===== config.mk =====
export PLATFORM = sky130hd
export DESIGN_NAME = sprite_animation_frame_sequencer_flat
export DESIGN_NICKNAME = d
export VERILOG_FILES = /design/src/sv/safs_pkg.sv /design/src/sv/safs_if.sv /design/src/sv/safs_div.sv /design/src/sv/safs_cfg.sv /design/src/sv/safs_core.sv /design/src/sv/sprite_animation_frame_sequencer.sv /design/src/flat_wrapper.sv
export SDC_FILE = /design/constraint.sdc
export NUM_CORES = 1
export LEC_CHECK = 0
export ABC_AREA = 0
export BUFFER_PORTS_ARGS = -buffer_cell sky130_fd_sc_hd__buf_2
export CAP_MARGIN = 0
export CORE_MARGIN = 4
export CORE_UTILIZATION = 55
export CTS_CLUSTER_DIAMETER = 40
export DETAILED_ROUTE_END_ITERATION = 7
export GPL_TIMING_DRIVEN = 0
export PLACE_DENSITY = 0.72
export SLEW_MARGIN = 20
export SYNTH_ARGS = -nofsm -noshare
export SYNTH_HDL_FRONTEND = slang
export SYNTH_HIERARCHICAL = 1
export SYNTH_SLANG_ARGS = --single-unit

===== constraint.sdc =====
create_clock -name clk -period 13.7 [get_ports clk]
set_clock_uncertainty 0.15 [all_clocks]
set_input_delay 4.11 -clock clk [delete_from_list [all_inputs] [get_ports clk]]
set_output_delay 4.11 -clock clk [all_outputs]
set_load 0.02 [all_outputs]

===== src/sv/safs_pkg.sv =====
`timescale 1ns / 1ps
// Shared constants, codes and types for the sprite animation frame sequencer.
// No dependencies; every other file of the block imports this package.
package safs_pkg;

    // Time and step limits
    localparam int TIME_BITS    = 20;
    localparam int ACC_W        = TIME_BITS + 1;
    localparam int MAX_ADVANCES = 16;
    localparam int ADV_W        = $clog2(MAX_ADVANCES + 1);

    // Field widths
    localparam int MAX_FRAMES = 256;
    localparam int FRAME_W    = 8;
    localparam int COUNT_W    = 9;
    localparam int MODE_W     = 3;
    localparam int REQ_W      = 2;
    localparam int PIX_W      = 12;
    localparam int OUT_W      = 16;
    localparam int CFG_W      = 20;
    localparam int CFG_IDX_W  = 3;

    // Shared divider and multiplier sizes
    localparam int DIVD_W    = 13;
    localparam int DIVS_W    = 12;
    localparam int DIV_CNT_W = $clog2(DIVD_W + 1);
    localparam int MUL_W     = 16;
    localparam int PROD_W    = 2 * MUL_W;

    // Register indexes
    localparam logic [CFG_IDX_W-1:0] REG_PLAY_MODE    = 3'd0;
    localparam logic [CFG_IDX_W-1:0] REG_FRAME_COUNT  = 3'd1;
    localparam logic [CFG_IDX_W-1:0] REG_FRAME_PERIOD = 3'd2;
    localparam logic [CFG_IDX_W-1:0] REG_SHEET_WIDTH  = 3'd3;
    localparam logic [CFG_IDX_W-1:0] REG_CELL_WIDTH   = 3'd4;
    localparam logic [CFG_IDX_W-1:0] REG_CELL_HEIGHT  = 3'd5;
    localparam logic [CFG_IDX_W-1:0] REG_ORIGIN_X     = 3'd6;
    localparam logic [CFG_IDX_W-1:0] REG_ORIGIN_Y     = 3'd7;

    // Command codes
    localparam logic [REQ_W-1:0] REQ_TICK   = 2'd0;
    localparam logic [REQ_W-1:0] REQ_PLAY   = 2'd1;
    localparam logic [REQ_W-1:0] REQ_STOP   = 2'd2;
    localparam logic [REQ_W-1:0] REQ_RESUME = 2'd3;

    // Play mode bit positions
    localparam int MODE_REV  = 0;
    localparam int MODE_PING = 1;
    localparam int MODE_LOOP = 2;

    // Register reset values
    localparam logic [MODE_W-1:0]    RST_PLAY_MODE    = 3'd4;
    localparam logic [COUNT_W-1:0]   RST_FRAME_COUNT  = 9'd1;
    localparam logic [TIME_BITS-1:0] RST_FRAME_PERIOD = 20'd16667;
    localparam logic [PIX_W-1:0]     RST_SHEET_WIDTH  = 12'd1;
    localparam logic [PIX_W-1:0]     RST_CELL_WIDTH   = 12'd1;
    localparam logic [PIX_W-1:0]     RST_CELL_HEIGHT  = 12'd1;

    // Effective configuration seen by the sequencer
    typedef struct packed {
        logic [MODE_W-1:0]    play_mode;
        logic [COUNT_W-1:0]   count;
        logic [TIME_BITS-1:0] period;
        logic [PIX_W-1:0]     sheet_w;
        logic [PIX_W-1:0]     cell_w;
        logic [PIX_W-1:0]     cell_h;
        logic [PIX_W-1:0]     org_x;
        logic [PIX_W-1:0]     org_y;
    } cfg_t;

    // Play mode write event
    typedef struct packed {
        logic load;
        logic reverse;
    } mode_evt_t;

    // Divider request and response
    typedef struct packed {
        logic              start;
        logic [DIVD_W-1:0] dividend;
        logic [DIVS_W-1:0] divisor;
    } div_req_t;

    typedef struct packed {
        logic              done;
        logic [DIVD_W-1:0] quo;
        logic [DIVS_W-1:0] rem;
    } div_rsp_t;

endpackage


===== src/sv/safs_if.sv =====
`timescale 1ns / 1ps
// Valid/ready channel interfaces for commands and results.
// Depends on safs_pkg for field widths.
interface safs_cmd_if;
    import safs_pkg::*;

    logic                 valid;
    logic                 ready;
    logic [REQ_W-1:0]     req_type;
    logic [TIME_BITS-1:0] elapsed;

    modport source (output valid, req_type, elapsed, input ready);
    modport sink (input valid, req_type, elapsed, output ready);
endinterface

interface safs_res_if;
    import safs_pkg::*;

    logic               valid;
    logic               ready;
    logic [FRAME_W-1:0] frame_index;
    logic               running;
    logic [OUT_W-1:0]   pixel_x;
    logic [OUT_W-1:0]   pixel_y;
    logic               lagging;

    modport source (output valid, frame_index, running, pixel_x, pixel_y, lagging,
                    input ready);
    modport sink (input valid, frame_index, running, pixel_x, pixel_y, lagging,
                  output ready);
endinterface


===== src/sv/safs_div.sv =====
`timescale 1ns / 1ps
// Shared restoring divider: one quotient bit per cycle.
// Depends on safs_pkg for widths and the request/response structs.
module safs_div (
    input  logic               clk,
    input  logic               rst_n,
    input  safs_pkg::div_req_t req,
    output safs_pkg::div_rsp_t rsp
);
    import safs_pkg::*;

    logic                 busy_reg, busy_next;
    logic                 done_reg, done_next;
    logic [DIV_CNT_W-1:0] cnt_reg, cnt_next;
    logic [DIVD_W-1:0]    quo_reg, quo_next;
    logic [DIVS_W-1:0]    rem_reg, rem_next;
    logic [DIVS_W-1:0]    den_reg, den_next;
    logic [DIVS_W:0]      shifted;
    logic [DIVS_W:0]      diff;
    logic                 fits;

    // Trial subtract of the shifted partial remainder
    assign shifted = {rem_reg, quo_reg[DIVD_W-1]};
    assign diff    = shifted - {1'b0, den_reg};
    assign fits    = shifted >= {1'b0, den_reg};

    // Load on start, else shift in one quotient bit
    always_comb
    begin
        busy_next = busy_reg;
        done_next = 1'b0;
        cnt_next  = cnt_reg;
        quo_next  = quo_reg;
        rem_next  = rem_reg;
        den_next  = den_reg;
        if (req.start)
        begin
            busy_next = 1'b1;
            cnt_next  = DIV_CNT_W'(DIVD_W);
            quo_next  = req.dividend;
            rem_next  = '0;
            den_next  = req.divisor;
        end
        else if (busy_reg)
        begin
            quo_next = {quo_reg[DIVD_W-2:0], fits};
            rem_next = fits ? diff[DIVS_W-1:0] : shifted[DIVS_W-1:0];
            cnt_next = cnt_reg - 1'b1;
            if (cnt_reg == DIV_CNT_W'(1))
            begin
                busy_next = 1'b0;
                done_next = 1'b1;
            end
        end
    end

    always_ff @(posedge clk or negedge rst_n)
    begin
        if (!rst_n)
        begin
            busy_reg <= 1'b0;
            done_reg <= 1'b0;
            cnt_reg  <= '0;
        end
        else
        begin
            busy_reg <= busy_next;
            done_reg <= done_next;
            cnt_reg  <= cnt_next;
        end
    end

    always_ff @(posedge clk)
    begin
        quo_reg <= quo_next;
        rem_reg <= rem_next;
        den_reg <= den_next;
    end

    assign rsp.done = done_reg;
    assign rsp.quo  = quo_reg;
    assign rsp.rem  = rem_reg;

endmodule


===== src/sv/safs_cfg.sv =====
`timescale 1ns / 1ps
// Configuration register file with clamping to effective values.
// Depends on safs_pkg for register indexes, reset values and cfg_t.
module safs_cfg (
    input  logic                                 clk,
    input  logic                                 rst_n,
    input  logic                                 cfg_we,
    input  logic [safs_pkg::CFG_IDX_W-1:0]       cfg_index,
    input  logic [safs_pkg::CFG_W-1:0]           cfg_data,
    output safs_pkg::cfg_t                       cfg,
    output safs_pkg::mode_evt_t                  mode_evt
);
    import safs_pkg::*;

    logic [MODE_W-1:0]    mode_reg;
    logic [COUNT_W-1:0]   count_reg;
    logic [TIME_BITS-1:0] period_reg;
    logic [PIX_W-1:0]     sheet_reg;
    logic [PIX_W-1:0]     cellw_reg;
    logic [PIX_W-1:0]     cellh_reg;
    logic [PIX_W-1:0]     orgx_reg;
    logic [PIX_W-1:0]     orgy_reg;

    // Register writes
    always_ff @(posedge clk or negedge rst_n)
    begin
        if (!rst_n)
        begin
            mode_reg   <= RST_PLAY_MODE;
            count_reg  <= RST_FRAME_COUNT;
            period_reg <= RST_FRAME_PERIOD;
            sheet_reg  <= RST_SHEET_WIDTH;
            cellw_reg  <= RST_CELL_WIDTH;
            cellh_reg  <= RST_CELL_HEIGHT;
            orgx_reg   <= '0;
            orgy_reg   <= '0;
        end
        else if (cfg_we)
        begin
            unique case (cfg_index)
                REG_PLAY_MODE:    mode_reg   <= cfg_data[MODE_W-1:0];
                REG_FRAME_COUNT:  count_reg  <= cfg_data[COUNT_W-1:0];
                REG_FRAME_PERIOD: period_reg <= cfg_data[TIME_BITS-1:0];
                REG_SHEET_WIDTH:  sheet_reg  <= cfg_data[PIX_W-1:0];
                REG_CELL_WIDTH:   cellw_reg  <= cfg_data[PIX_W-1:0];
                REG_CELL_HEIGHT:  cellh_reg  <= cfg_data[PIX_W-1:0];
                REG_ORIGIN_X:     orgx_reg   <= cfg_data[PIX_W-1:0];
                REG_ORIGIN_Y:     orgy_reg   <= cfg_data[PIX_W-1:0];
            endcase
        end
    end

    // Clamp count to 1..MAX_FRAMES, period and cell width to at least 1
    always_comb
    begin
        cfg.play_mode = mode_reg;
        if (count_reg == '0)
            cfg.count = COUNT_W'(1);
        else if (count_reg > COUNT_W'(MAX_FRAMES))
            cfg.count = COUNT_W'(MAX_FRAMES);
        else
            cfg.count = count_reg;
        cfg.period  = (period_reg == '0) ? TIME_BITS'(1) : period_reg;
        cfg.sheet_w = sheet_reg;
        cfg.cell_w  = (cellw_reg == '0) ? PIX_W'(1) : cellw_reg;
        cfg.cell_h  = cellh_reg;
        cfg.org_x   = orgx_reg;
        cfg.org_y   = orgy_reg;
    end

    // A play mode write also restarts direction and frame
    assign mode_evt.load    = cfg_we && (cfg_index == REG_PLAY_MODE);
    assign mode_evt.reverse = cfg_data[MODE_REV];

endmodule


===== src/sv/safs_core.sv =====
`timescale 1ns / 1ps
// Playback sequencer: command handling, period stepping loop and sheet position,
// using the shared divider (safs_div) and one shared multiplier. Depends on safs_pkg and safs_if.
module safs_core (
    input  logic                clk,
    input  logic                rst_n,
    input  safs_pkg::cfg_t      cfg,
    input  safs_pkg::mode_evt_t mode_evt,
    output safs_pkg::div_req_t  div_req,
    input  safs_pkg::div_rsp_t  div_rsp,
    safs_cmd_if.sink            cmd,
    safs_res_if.source          res
);
    import safs_pkg::*;

    // Sequencer states
    localparam logic [3:0] ST_IDLE  = 4'd0;
    localparam logic [3:0] ST_STEP  = 4'd1;
    localparam logic [3:0] ST_FMOD  = 4'd2;
    localparam logic [3:0] ST_PMUL  = 4'd3;
    localparam logic [3:0] ST_PCMP  = 4'd4;
    localparam logic [3:0] ST_PDIV1 = 4'd5;
    localparam logic [3:0] ST_PDIV2 = 4'd6;
    localparam logic [3:0] ST_PDIV3 = 4'd7;
    localparam logic [3:0] ST_PMULX = 4'd8;
    localparam logic [3:0] ST_PMULY = 4'd9;
    localparam logic [3:0] ST_PFIN  = 4'd10;
    localparam logic [3:0] ST_POUT  = 4'd11;

    function automatic logic [OUT_W-1:0] sat16(input logic signed [PROD_W-1:0] v);
        if (v < 0)
            return '0;
        else if (v > $signed(PROD_W'({OUT_W{1'b1}})))
            return '1;
        else
            return v[OUT_W-1:0];
    endfunction

    logic [3:0]                state_reg, state_next;
    logic                      playing_reg, playing_next;
    logic                      started_reg, started_next;
    logic                      back_reg, back_next;
    logic [FRAME_W-1:0]        frame_reg, frame_next;
    logic [ACC_W-1:0]          accum_reg, accum_next;
    logic [ADV_W-1:0]          adv_reg, adv_next;
    logic                      lag_reg, lag_next;
    logic signed [PROD_W-1:0]  mul_reg;
    logic signed [DIVD_W:0]    nw_reg, nw_next;
    logic signed [DIVD_W+1:0]  rq_reg, rq_next;
    logic signed [DIVS_W:0]    rr_reg, rr_next;
    logic [OUT_W-1:0]          px_reg, px_next;
    logic [OUT_W-1:0]          py_reg, py_next;
    logic                      ovalid_reg;
    logic [FRAME_W-1:0]        oframe_reg;
    logic                      orun_reg;
    logic [OUT_W-1:0]          opx_reg;
    logic [OUT_W-1:0]          opy_reg;
    logic                      olag_reg;

    logic                      cmd_xfer;
    logic                      out_load;
    logic [FRAME_W-1:0]        last_frame;
    logic [ACC_W:0]            acc_sum;
    logic [ACC_W-1:0]          acc_sat;
    logic                      per_ge;
    logic                      mode_r, mode_p, mode_l;
    logic signed [COUNT_W:0]   nx;
    logic                      at_top, at_bot;
    logic                      stop_s, tog_s, play_s, back_s;
    logic signed [COUNT_W:0]   n2;
    logic [COUNT_W-1:0]        n2u;
    logic [FRAME_W-1:0]        frame_s;
    logic                      need_div;
    logic signed [MUL_W-1:0]   mul_a, mul_b;
    logic signed [PROD_W-1:0]  x_lin, x_lim;
    logic signed [PIX_W:0]     span;
    logic [DIVD_W-1:0]         span_mag;
    logic signed [DIVD_W:0]    q1;
    logic [DIVD_W-1:0]         nw_mag;
    logic [DIVS_W-1:0]         cols;
    logic signed [DIVD_W:0]    rq;

    assign cmd_xfer   = cmd.valid && cmd.ready;
    assign out_load   = (state_reg == ST_POUT) && (!ovalid_reg || res.ready);
    assign last_frame = FRAME_W'(cfg.count - 1'b1);

    // Accumulate elapsed time, saturating
    assign acc_sum = {1'b0, accum_reg} + {2'b0, cmd.elapsed};
    assign acc_sat = acc_sum[ACC_W] ? '1 : acc_sum[ACC_W-1:0];
    assign per_ge  = accum_reg >= {1'b0, cfg.period};

    // End-of-range rules for one frame step
    assign mode_r = cfg.play_mode[MODE_REV];
    assign mode_p = cfg.play_mode[MODE_PING];
    assign mode_l = cfg.play_mode[MODE_LOOP];
    assign nx     = $signed({2'b0, frame_reg}) + (back_reg ? -(COUNT_W+1)'(1) : (COUNT_W+1)'(1));
    assign at_top = nx == $signed({1'b0, cfg.count});
    assign at_bot = nx[COUNT_W];
    assign stop_s = (at_top && !mode_l && (mode_r == mode_p))
                 || (at_bot && !mode_l && (mode_r != mode_p));
    assign tog_s  = (at_top && mode_p && (mode_l || !mode_r))
                 || (at_bot && mode_p && (mode_l || mode_r));
    assign play_s = playing_reg && !stop_s;
    assign back_s = back_reg ^ tog_s;

    // Next frame reduced into 0..count-1; far out of range goes to the divider
    assign n2  = $signed({2'b0, frame_reg}) + (back_s ? -(COUNT_W+1)'(1) : (COUNT_W+1)'(1));
    assign n2u = n2[COUNT_W-1:0];
    always_comb
    begin
        need_div = 1'b0;
        frame_s  = frame_reg;
        if (n2[COUNT_W])
            frame_s = last_frame;
        else if (n2u < cfg.count)
            frame_s = n2u[FRAME_W-1:0];
        else if ({1'b0, n2u} < {cfg.count, 1'b0})
            frame_s = FRAME_W'(n2u - cfg.count);
        else
            need_div = 1'b1;
    end

    // Sheet position terms
    assign x_lin    = $signed(PROD_W'(cfg.org_x)) + mul_reg;
    assign x_lim    = $signed(PROD_W'(cfg.sheet_w)) - $signed(PROD_W'(cfg.cell_w));
    assign span     = $signed({1'b0, cfg.sheet_w}) - $signed({1'b0, cfg.org_x});
    assign span_mag = DIVD_W'(span[PIX_W] ? -span : span);
    assign q1       = span[PIX_W] ? -$signed({1'b0, div_rsp.quo}) : $signed({1'b0, div_rsp.quo});
    assign nw_mag   = nw_reg[DIVD_W] ? DIVD_W'(-nw_reg) : nw_reg[DIVD_W-1:0];
    assign cols     = (div_rsp.quo[DIVS_W-1:0] == '0) ? DIVS_W'(1) : div_rsp.quo[DIVS_W-1:0];
    assign rq       = nw_reg[DIVD_W] ? -$signed({1'b0, div_rsp.quo})
                                     : $signed({1'b0, div_rsp.quo});

    // Shared multiplier operand select
    always_comb
    begin
        unique case (state_reg)
            ST_PMULX:
            begin
                mul_a = MUL_W'(rr_reg);
                mul_b = $signed(MUL_W'(cfg.cell_w));
            end
            ST_PMULY:
            begin
                mul_a = MUL_W'(rq_reg);
                mul_b = $signed(MUL_W'(cfg.cell_h));
            end
            default:
            begin
                mul_a = $signed(MUL_W'(frame_reg));
                mul_b = $signed(MUL_W'(cfg.cell_w));
            end
        endcase
    end

    // Sequencer
    always_comb
    begin
        state_next   = state_reg;
        playing_next = playing_reg;
        started_next = started_reg;
        back_next    = back_reg;
        frame_next   = frame_reg;
        accum_next   = accum_reg;
        adv_next     = adv_reg;
        lag_next     = lag_reg;
        nw_next      = nw_reg;
        rq_next      = rq_reg;
        rr_next      = rr_reg;
        px_next      = px_reg;
        py_next      = py_reg;
        div_req      = '0;

        unique case (state_reg)
            ST_IDLE:
            begin
                if (cmd_xfer)
                begin
                    lag_next   = 1'b0;
                    adv_next   = '0;
                    state_next = ST_PMUL;
                    unique case (cmd.req_type)
                        REQ_PLAY:
                        begin
                            playing_next = 1'b1;
                            started_next = 1'b1;
                            back_next    = mode_r;
                            frame_next   = mode_r ? last_frame : '0;
                        end
                        REQ_STOP:   playing_next = 1'b0;
                        REQ_RESUME: playing_next = 1'b1;
                        REQ_TICK:
                        begin
                            if (playing_reg)
                            begin
                                state_next = ST_STEP;
                                if (started_reg)
                                begin
                                    accum_next   = '0;
                                    started_next = 1'b0;
                                end
                                else
                                    accum_next = acc_sat;
                            end
                        end
                    endcase
                end
                // Play mode write: restart direction and frame
                if (mode_evt.load)
                begin
                    back_next  = mode_evt.reverse;
                    frame_next = mode_evt.reverse ? last_frame : '0;
                end
            end

            ST_STEP:
            begin
                if ((adv_reg != ADV_W'(MAX_ADVANCES)) && per_ge)
                begin
                    accum_next   = accum_reg - {1'b0, cfg.period};
                    adv_next     = adv_reg + 1'b1;
                    playing_next = play_s;
                    back_next    = back_s;
                    if (play_s && need_div)
                    begin
                        div_req.start    = 1'b1;
                        div_req.dividend = DIVD_W'(n2u);
                        div_req.divisor  = DIVS_W'(cfg.count);
                        state_next       = ST_FMOD;
                    end
                    else if (play_s)
                        frame_next = frame_s;
                end
                else
                begin
                    lag_next   = per_ge;
                    state_next = ST_PMUL;
                end
            end

            ST_FMOD:
            begin
                if (div_rsp.done)
                begin
                    frame_next = div_rsp.rem[FRAME_W-1:0];
                    state_next = ST_STEP;
                end
            end

            ST_PMUL: state_next = ST_PCMP;

            ST_PCMP:
            begin
                if (x_lin > x_lim)
                begin
                    div_req.start    = 1'b1;
                    div_req.dividend = span_mag;
                    div_req.divisor  = cfg.cell_w;
                    state_next       = ST_PDIV1;
                end
                else
                begin
                    px_next    = x_lin[OUT_W-1:0];
                    py_next    = OUT_W'(cfg.org_y);
                    state_next = ST_POUT;
                end
            end

            // Frame shifted by the columns between the origin and the right edge of the sheet
            ST_PDIV1:
            begin
                if (div_rsp.done)
                begin
                    nw_next          = $signed((DIVD_W+1)'(frame_reg)) - q1;
                    div_req.start    = 1'b1;
                    div_req.dividend = DIVD_W'(cfg.sheet_w);
                    div_req.divisor  = cfg.cell_w;
                    state_next       = ST_PDIV2;
                end
            end

            // Column count, then row and column of the shifted frame
            ST_PDIV2:
            begin
                if (div_rsp.done)
                begin
                    div_req.start    = 1'b1;
                    div_req.dividend = nw_mag;
                    div_req.divisor  = cols;
                    state_next       = ST_PDIV3;
                end
            end

            ST_PDIV3:
            begin
                if (div_rsp.done)
                begin
                    rq_next    = (DIVD_W+2)'(rq) + (DIVD_W+2)'(1);
                    rr_next    = nw_reg[DIVD_W] ? -$signed({1'b0, div_rsp.rem})
                                                : $signed({1'b0, div_rsp.rem});
                    state_next = ST_PMULX;
                end
            end

            ST_PMULX: state_next = ST_PMULY;

            ST_PMULY:
            begin
                px_next    = sat16(mul_reg);
                state_next = ST_PFIN;
            end

            ST_PFIN:
            begin
                py_next    = sat16($signed(PROD_W'(cfg.org_y)) + mul_reg);
                state_next = ST_POUT;
            end

            ST_POUT:
            begin
                if (out_load)
                    state_next = ST_IDLE;
            end

            default: state_next = ST_IDLE;
        endcase
    end

    // Control and playback state
    always_ff @(posedge clk or negedge rst_n)
    begin
        if (!rst_n)
        begin
            state_reg   <= ST_IDLE;
            playing_reg <= 1'b0;
            started_reg <= 1'b1;
            back_reg    <= 1'b0;
            frame_reg   <= '0;
            accum_reg   <= '0;
            adv_reg     <= '0;
            lag_reg     <= 1'b0;
            ovalid_reg  <= 1'b0;
        end
        else
        begin
            state_reg   <= state_next;
            playing_reg <= playing_next;
            started_reg <= started_next;
            back_reg    <= back_next;
            frame_reg   <= frame_next;
            accum_reg   <= accum_next;
            adv_reg     <= adv_next;
            lag_reg     <= lag_next;
            if (out_load)
                ovalid_reg <= 1'b1;
            else if (res.ready)
                ovalid_reg <= 1'b0;
        end
    end

    // Datapath and result payload
    always_ff @(posedge clk)
    begin
        mul_reg <= mul_a * mul_b;
        nw_reg  <= nw_next;
        rq_reg  <= rq_next;
        rr_reg  <= rr_next;
        px_reg  <= px_next;
        py_reg  <= py_next;
        if (out_load)
        begin
            oframe_reg <= frame_reg;
            orun_reg   <= playing_reg;
            opx_reg    <= px_reg;
            opy_reg    <= py_reg;
            olag_reg   <= lag_reg;
        end
    end

    assign cmd.ready       = state_reg == ST_IDLE;
    assign res.valid       = ovalid_reg;
    assign res.frame_index = oframe_reg;
    assign res.running     = orun_reg;
    assign res.pixel_x     = opx_reg;
    assign res.pixel_y     = opy_reg;
    assign res.lagging     = olag_reg;

`ifndef SYNTHESIS
    // Divider results arrive only while the sequencer waits for them
    a_div_done_waiting: assert property (@(posedge clk) disable iff (!rst_n)
        div_rsp.done |-> (state_reg == ST_FMOD || state_reg == ST_PDIV1
                          || state_reg == ST_PDIV2 || state_reg == ST_PDIV3))
        else $error("divider done outside a wait state");

    // The step loop never runs past its limit
    a_adv_limit: assert property (@(posedge clk) disable iff (!rst_n)
        adv_reg <= ADV_W'(MAX_ADVANCES))
        else $error("step count beyond limit");

    // Leaving the step loop without lag means less than one period is left
    a_no_lag_below_period: assert property (@(posedge clk) disable iff (!rst_n)
        (state_reg == ST_PMUL && $past(state_reg) == ST_STEP && !lag_reg)
        |-> accum_reg < {1'b0, cfg.period})
        else $error("whole period left without lag flag");

    // A result only appears from the output load state
    a_result_source: assert property (@(posedge clk) disable iff (!rst_n)
        $rose(ovalid_reg) |-> $past(state_reg) == ST_POUT)
        else $error("result valid raised outside output state");
`endif

endmodule


===== src/sv/sprite_animation_frame_sequencer.sv =====
`timescale 1ns / 1ps
// Top level of the sprite animation frame sequencer.
// Depends on safs_pkg, safs_if, safs_cfg, safs_div and safs_core.

// Each command (tick, play, stop, resume) returns exactly one result with the
// current frame, its pixel position on the sheet and the running/lagging flags.
// One command is worked on at a time; the command channel is ready only when
// the sequencer is idle, while a finished result may still wait in the output
// register. A tick steps the frame once per frame period consumed, at most 16
// times; play, stop, resume and ticks while stopped step nothing. When the
// current frame sits past the first row of the sheet, the position takes three
// passes through the shared divider. A step that must reduce a frame lying far
// beyond a newly shortened frame count takes one more pass through it.
// Register writes are taken at any time but must only be issued while idle.
module sprite_animation_frame_sequencer (
    input  logic                           clk,
    input  logic                           rst_n,
    safs_cmd_if.sink                       cmd,
    safs_res_if.source                     res,
    input  logic                           cfg_we,
    input  logic [safs_pkg::CFG_IDX_W-1:0] cfg_index,
    input  logic [safs_pkg::CFG_W-1:0]     cfg_data
);
    import safs_pkg::*;

    cfg_t      cfg;
    mode_evt_t mode_evt;
    div_req_t  div_req;
    div_rsp_t  div_rsp;

    // Configuration registers
    safs_cfg u_cfg (
        .clk       (clk),
        .rst_n     (rst_n),
        .cfg_we    (cfg_we),
        .cfg_index (cfg_index),
        .cfg_data  (cfg_data),
        .cfg       (cfg),
        .mode_evt  (mode_evt)
    );

    // Shared divider
    safs_div u_div (
        .clk   (clk),
        .rst_n (rst_n),
        .req   (div_req),
        .rsp   (div_rsp)
    );

    // Playback sequencer
    safs_core u_core (
        .clk      (clk),
        .rst_n    (rst_n),
        .cfg      (cfg),
        .mode_evt (mode_evt),
        .div_req  (div_req),
        .div_rsp  (div_rsp),
        .cmd      (cmd),
        .res      (res)
    );

endmodule


===== src/flat_wrapper.sv =====
// flat-port wrapper written by rule: the top's interface ports become plain ports
module sprite_animation_frame_sequencer_flat import safs_pkg::*;
  (clk, rst_n, cfg_we, cfg_index, cfg_data, cmd_valid, cmd_req_type, cmd_elapsed, cmd_ready, res_valid, res_frame_index, res_running, res_pixel_x, res_pixel_y, res_lagging, res_ready);
  safs_cmd_if cmd_i ();
  safs_res_if res_i ();
  input  logic clk;
  input  logic rst_n;
  input  logic cfg_we;
  input  logic [safs_pkg::CFG_IDX_W-1:0] cfg_index;
  input  logic [safs_pkg::CFG_W-1:0] cfg_data;
  input wire logic [$bits(cmd_i.valid)-1:0] cmd_valid;
  input wire logic [$bits(cmd_i.req_type)-1:0] cmd_req_type;
  input wire logic [$bits(cmd_i.elapsed)-1:0] cmd_elapsed;
  output wire logic [$bits(cmd_i.ready)-1:0] cmd_ready;
  output wire logic [$bits(res_i.valid)-1:0] res_valid;
  output wire logic [$bits(res_i.frame_index)-1:0] res_frame_index;
  output wire logic [$bits(res_i.running)-1:0] res_running;
  output wire logic [$bits(res_i.pixel_x)-1:0] res_pixel_x;
  output wire logic [$bits(res_i.pixel_y)-1:0] res_pixel_y;
  output wire logic [$bits(res_i.lagging)-1:0] res_lagging;
  input wire logic [$bits(res_i.ready)-1:0] res_ready;
  assign cmd_i.valid = cmd_valid;
  assign cmd_i.req_type = cmd_req_type;
  assign cmd_i.elapsed = cmd_elapsed;
  assign cmd_ready = cmd_i.ready;
  assign res_valid = res_i.valid;
  assign res_frame_index = res_i.frame_index;
  assign res_running = res_i.running;
  assign res_pixel_x = res_i.pixel_x;
  assign res_pixel_y = res_i.pixel_y;
  assign res_lagging = res_i.lagging;
  assign res_i.ready = res_ready;
  sprite_animation_frame_sequencer u_core (.clk(clk), .rst_n(rst_n), .cmd(cmd_i), .res(res_i), .cfg_we(cfg_we), .cfg_index(cfg_index), .cfg_data(cfg_data));
endmodule

==> impl_metrics.prom <==
# TYPE chip_impl_metric gauge
chip_impl_metric{name="vias_per_cell",unit=""} 6.06
chip_impl_metric{name="cts-buffers-inserted",unit=""} 50
chip_impl_metric{name="clock_tree.buffer_depth",unit=""} 3
chip_impl_metric{name="grt_antenna_before_repair",unit=""} 4
chip_impl_metric{name="die-area",unit="mm^2"} 0.0573
chip_impl_metric{name="p_int",unit="W"} 0.00231
chip_impl_metric{name="worst-endpoint-required",unit="ns"} 13.88
chip_impl_metric{name="synth_cell_types",unit=""} 92
chip_impl_metric{name="largest_register_ffs",unit=""} 29
chip_impl_metric{name="post-synth-top-area-fraction",unit="%"} 14.4
chip_impl_metric{name="fill_cells",unit=""} 4364
chip_impl_metric{name="routed_wire_length_per_instance",unit="um"} 21.2
chip_impl_metric{name="power.share.clock",unit="%"} 37.1
chip_impl_metric{name="max_clock_freq",unit="MHz"} 111
chip_impl_metric{name="drv_slew",unit=""} 0
chip_impl_metric{name="timing.final.crit_period",unit="ns"} 9.03
chip_impl_metric{name="worstSkewPairLatency",unit="ns"} 0.59
chip_impl_info{name="synth.top_cells.by_area",value="sky130_fd_sc_hd__edfxtp_1 (14%), sky130_fd_sc_hd__fa_1 (12%), sky130_fd_sc_hd__dfrtp_1 (11%), sky130_fd_sc_hd__ha_1 (11%), sky130_fd_sc_hd__xnor2_1 (5.0%)"} 1
chip_impl_metric{name="mappedNetlistArea",unit="mm^2"} 0.0295
chip_impl_metric{name="reg2reg_setup_slack",unit="ns"} 4.67
chip_impl_info{name="end_kind",value="flop"} 1
chip_impl_metric{name="die_x",unit="um"} 239
chip_impl_metric{name="ys_seq_area_share",unit="%"} 29.2
chip_impl_metric{name="async_reset_ff_share",unit="%"} 43.7
chip_impl_metric{name="postLayoutCellArea",unit="mm^2"} 0.0327
chip_impl_metric{name="drt_drc_violations_left",unit=""} 0
chip_impl_metric{name="period_share",unit="%"} 65.9
chip_impl_info{name="ys_dominant_reg_cell",value="sky130_fd_sc_hd__edfxtp_1"} 1
chip_impl_metric{name="leakagePower",unit="nW"} 14.5
chip_impl_info{name="cts_root_buf",value="sky130_fd_sc_hd__clkbuf_16"} 1
chip_impl_metric{name="cp_max_fo",unit=""} 20
chip_impl_metric{name="max_slew.worst_pin.slew",unit="ns"} 1.29
chip_impl_metric{name="layout-drive-gt1-share",unit="%"} 11.5
chip_impl_metric{name="initial_standard_cell_utilization_of_the_core",unit="%"} 55.8
chip_impl_metric{name="pwr-share-comb",unit="%"} 30.0
chip_impl_metric{name="post_route_total_power",unit="W"} 0.00350
chip_impl_metric{name="max-vdd-ir-drop",unit="mV"} 0.102
chip_impl_metric{name="sequentialPowerShare",unit="%"} 32.9
chip_impl_metric{name="totalNegativeSetupSlack",unit="ns"} 0
chip_impl_info{name="hold_class",value="reg -> reg"} 1
chip_impl_metric{name="drv_cap",unit=""} 0
chip_impl_info{name="type_of_origin_of_the_critical_path",value="flop"} 1
chip_impl_metric{name="cts_sinks",unit=""} 323
chip_impl_metric{name="first_pass_iters",unit=""} 6
chip_impl_metric{name="num_rows",unit=""} 84
chip_impl_metric{name="synth_fp_nets",unit=""} 3620
chip_impl_metric{name="gp_congestion",unit=""} 0.999
chip_impl_metric{name="postSynthRegisterBits",unit=""} 323
chip_impl_metric{name="grt_remaining_overflow",unit=""} 0
chip_impl_metric{name="io_pins",unit=""} 94
chip_impl_metric{name="p_sw",unit="W"} 0.00119
chip_impl_metric{name="finalNetCount",unit=""} 3774
chip_impl_metric{name="cts.hold.buffers_added",unit=""} 0
chip_impl_metric{name="hold_critical_path_depth",unit=""} 0
chip_impl_metric{name="dr.first_iter.drc_count",unit=""} 1863
chip_impl_metric{name="number_of_synthesized_flops_with_an_enable_pin",unit=""} 141
chip_impl_metric{name="max_slew_margin",unit="%"} 12.7
chip_impl_metric{name="drt_wl_total",unit="mm"} 85.3
chip_impl_metric{name="dieHeight",unit="um"} 239
chip_impl_info{name="synth_largest_area_cell",value="sky130_fd_sc_hd__edfxtp_1"} 1
chip_impl_metric{name="netSwitchingFraction",unit="%"} 33.9
chip_impl_metric{name="grt_max_degree",unit=""} 93
chip_impl_metric{name="setup-violations-final",unit=""} 0
chip_impl_metric{name="grt_pass1_vias",unit=""} 24600
chip_impl_metric{name="n_antenna_cell",unit=""} 0
chip_impl_metric{name="cts.reportedPaths.clkPinSlew",unit="ns"} 0.06
chip_impl_metric{name="place_hpwl",unit="mm"} 68.3
chip_impl_metric{name="placeableCoreArea",unit="mm^2"} 0.0528
chip_impl_info{name="run_status",value="finished clean"} 1
chip_impl_metric{name="report.final.hold_viol_count",unit=""} 0
chip_impl_metric{name="worst-r2r-cell-count",unit=""} 24
chip_impl_metric{name="gr-usage-all-layers",unit="%"} 29.5
chip_impl_info{name="rsz0062_at_grt",value="no"} 1
chip_impl_metric{name="power.density_cell_area",unit="mW/mm^2"} 107
chip_impl_metric{name="vias",unit=""} 24400
chip_impl_metric{name="cts_resized",unit=""} 0
chip_impl_metric{name="timing.critical_path.arrival",unit="ns"} 9.21
chip_impl_metric{name="gate_count_post_synth",unit=""} 3138
chip_impl_metric{name="numPortBuffers",unit=""} 93
chip_impl_metric{name="final_antenna_net_count",unit=""} 0
chip_impl_info{name="path_class",value="reg -> reg"} 1
chip_impl_metric{name="dpl-instance-area",unit="mm^2"} 0.0309
chip_impl_metric{name="ys_warn_count",unit=""} 6
chip_impl_metric{name="share_of_the_core_filled_with_cells_in_the_final_layout",unit="%"} 61.9
chip_impl_metric{name="clock_tree.htree_level_count",unit=""} 2
chip_impl_info{name="cts_tree",value="done"} 1
chip_impl_metric{name="syn-mean-instance-area",unit="um^2"} 9.39
chip_impl_metric{name="post-cts-setup-buffers",unit=""} 0
chip_impl_metric{name="wire_length_of_the_first_global_routing_pass",unit="mm"} 134
chip_impl_metric{name="areaGrowthSynthToFinish",unit="%"} 11.0
through the flow:
stage | std cells | setup WS, ns | hold slack (ns)
floorplan | 3138 | 6.01 | 0.250
global placement | 3919 | 3.94 | 0.251
detailed placement | 3928 | 4.90 | 0.255
CTS | 4022 | 4.86 | 0.262
global route | 4022 | 4.38 | 0.272
finish | 4022 | 4.67 | 0.262
logic make-up (layout without fill, tap and decap cells):
kind of cell,after synthesis,after routing,synth area share [%]
and+or+nand+nor,895,895,14.3
xor gates and xnor gates,238,238,7.20
DFF,323,323,29.2
buffers and inverters,466,662,6.10
AOI/OAI and AO/OA,634,634,14.6
muxes,150,150,5.59
adders and majority gates,432,432,23.0
worst max-delay path: stages (launching register included):
cell                       delay [ns]
sky130_fd_sc_hd__dfrtp_1         0.75
sky130_fd_sc_hd__inv_1           0.22
sky130_fd_sc_hd__fa_1            0.51
sky130_fd_sc_hd__xnor2_1         0.21
sky130_fd_sc_hd__xnor2_1         0.13
sky130_fd_sc_hd__and3_1          0.19
sky130_fd_sc_hd__nand4b_1        0.11
sky130_fd_sc_hd__or4_4           0.45
sky130_fd_sc_hd__o32ai_4         0.38
sky130_fd_sc_hd__xnor2_4         0.22
sky130_fd_sc_hd__buf_2           0.50
sky130_fd_sc_hd__ha_1            0.38
sky130_fd_sc_hd__and3_1          0.21
sky130_fd_sc_hd__a221oi_1        0.37
sky130_fd_sc_hd__o21bai_1        0.12
sky130_fd_sc_hd__a21o_1          0.22
sky130_fd_sc_hd__xnor2_1         0.53
sky130_fd_sc_hd__ha_1            0.24
sky130_fd_sc_hd__nand3_1         0.07
sky130_fd_sc_hd__o21ai_0         0.27
sky130_fd_sc_hd__nand4_1         0.27
sky130_fd_sc_hd__nor3_2          0.48
sky130_fd_sc_hd__or3_1           0.70
sky130_fd_sc_hd__buf_1           0.61
sky130_fd_sc_hd__mux2_2          0.45
synthesized netlist by cell type, types with 109 or more instances:
cell type / count
sky130_fd_sc_hd__a21oi_1: 150
sky130_fd_sc_hd__clkbuf_1: 109
sky130_fd_sc_hd__dfrtp_1: 129
sky130_fd_sc_hd__edfxtp_1: 141
sky130_fd_sc_hd__fa_1: 182
sky130_fd_sc_hd__ha_1: 250
sky130_fd_sc_hd__inv_1: 331
sky130_fd_sc_hd__mux2_2: 113
sky130_fd_sc_hd__nand2_1: 278
sky130_fd_sc_hd__nor2_1: 259
sky130_fd_sc_hd__o21ai_0: 132
sky130_fd_sc_hd__xnor2_1: 168
layout make-up:
cell class / count / area (um^2) / share of cell area (%)
multi-input combinational: 2349 / 19100 / 58.4
clock buffer: 67 / 1390 / 4.25
clock inverter: 27 / 349 / 1.07
sequential: 323 / 8600 / 26.3
buffer: 134 / 552 / 1.69
timing repair buffer: 102 / 586 / 1.79
tap: 688 / 861 / 2.63
inverter: 332 / 1250 / 3.81
power by group through the flow:
stage / Sequential [W] / Combinational (W) / Clock [W]
5_1_grt: 0.00116 / 0.00114 / 0.00136
2_1_floorplan: 0.00113 / 0.000754 / 0
3_3_place_gp: 0.00116 / 0.000966 / 0
3_5_place_dp: 0.00116 / 0.00102 / 0
6_report: 0.00115 / 0.00105 / 0.00130
4_1_cts: 0.00115 / 0.00103 / 0.00132
final timing paths:
| check | end | startpoint |
|---|---|---|
| max in group asynchronous | u_core/u_cfg/cellw_reg[0] | rst_n |
| worst min register to register | u_core/u_core/res.pixel_x[14] | u_core/u_core/px_reg[14] |
| worst max register to register | u_core/u_div/quo_reg[12] | u_core/u_core/frame_reg[0] |
| min in group asynchronous | u_core/u_cfg/period_reg[2] | rst_n |
| worst max-delay path | u_core/u_div/quo_reg[12] | u_core/u_core/frame_reg[0] |
| worst min-delay path | u_core/u_core/res.pixel_x[14] | u_core/u_core/px_reg[14] |
cell usage in the layout (no fill, tap or decap), types with 129 or more instances in the layout:
cell | netlist | routed
sky130_fd_sc_hd__inv_1 | 331 | 331
sky130_fd_sc_hd__nand2_1 | 278 | 278
sky130_fd_sc_hd__nor2_1 | 259 | 258
sky130_fd_sc_hd__ha_1 | 250 | 250
sky130_fd_sc_hd__fa_1 | 182 | 182
sky130_fd_sc_hd__xnor2_1 | 168 | 168
sky130_fd_sc_hd__a21oi_1 | 150 | 150
sky130_fd_sc_hd__edfxtp_1 | 141 | 141
sky130_fd_sc_hd__dfrtp_1 | 129 | 129
sky130_fd_sc_hd__o21ai_0 | 132 | 129
routing by layer:
metal  track usage [%]  vias up  routed length (um)
li1                  -    11200                   -
met1              39.6    11900               36000
met2              47.6     1032               39000
met3              5.70      206                6850
met4              11.2        2                3460
met5                 0        -                  13
No activity file was read; power rests on OpenSTA's default activity.
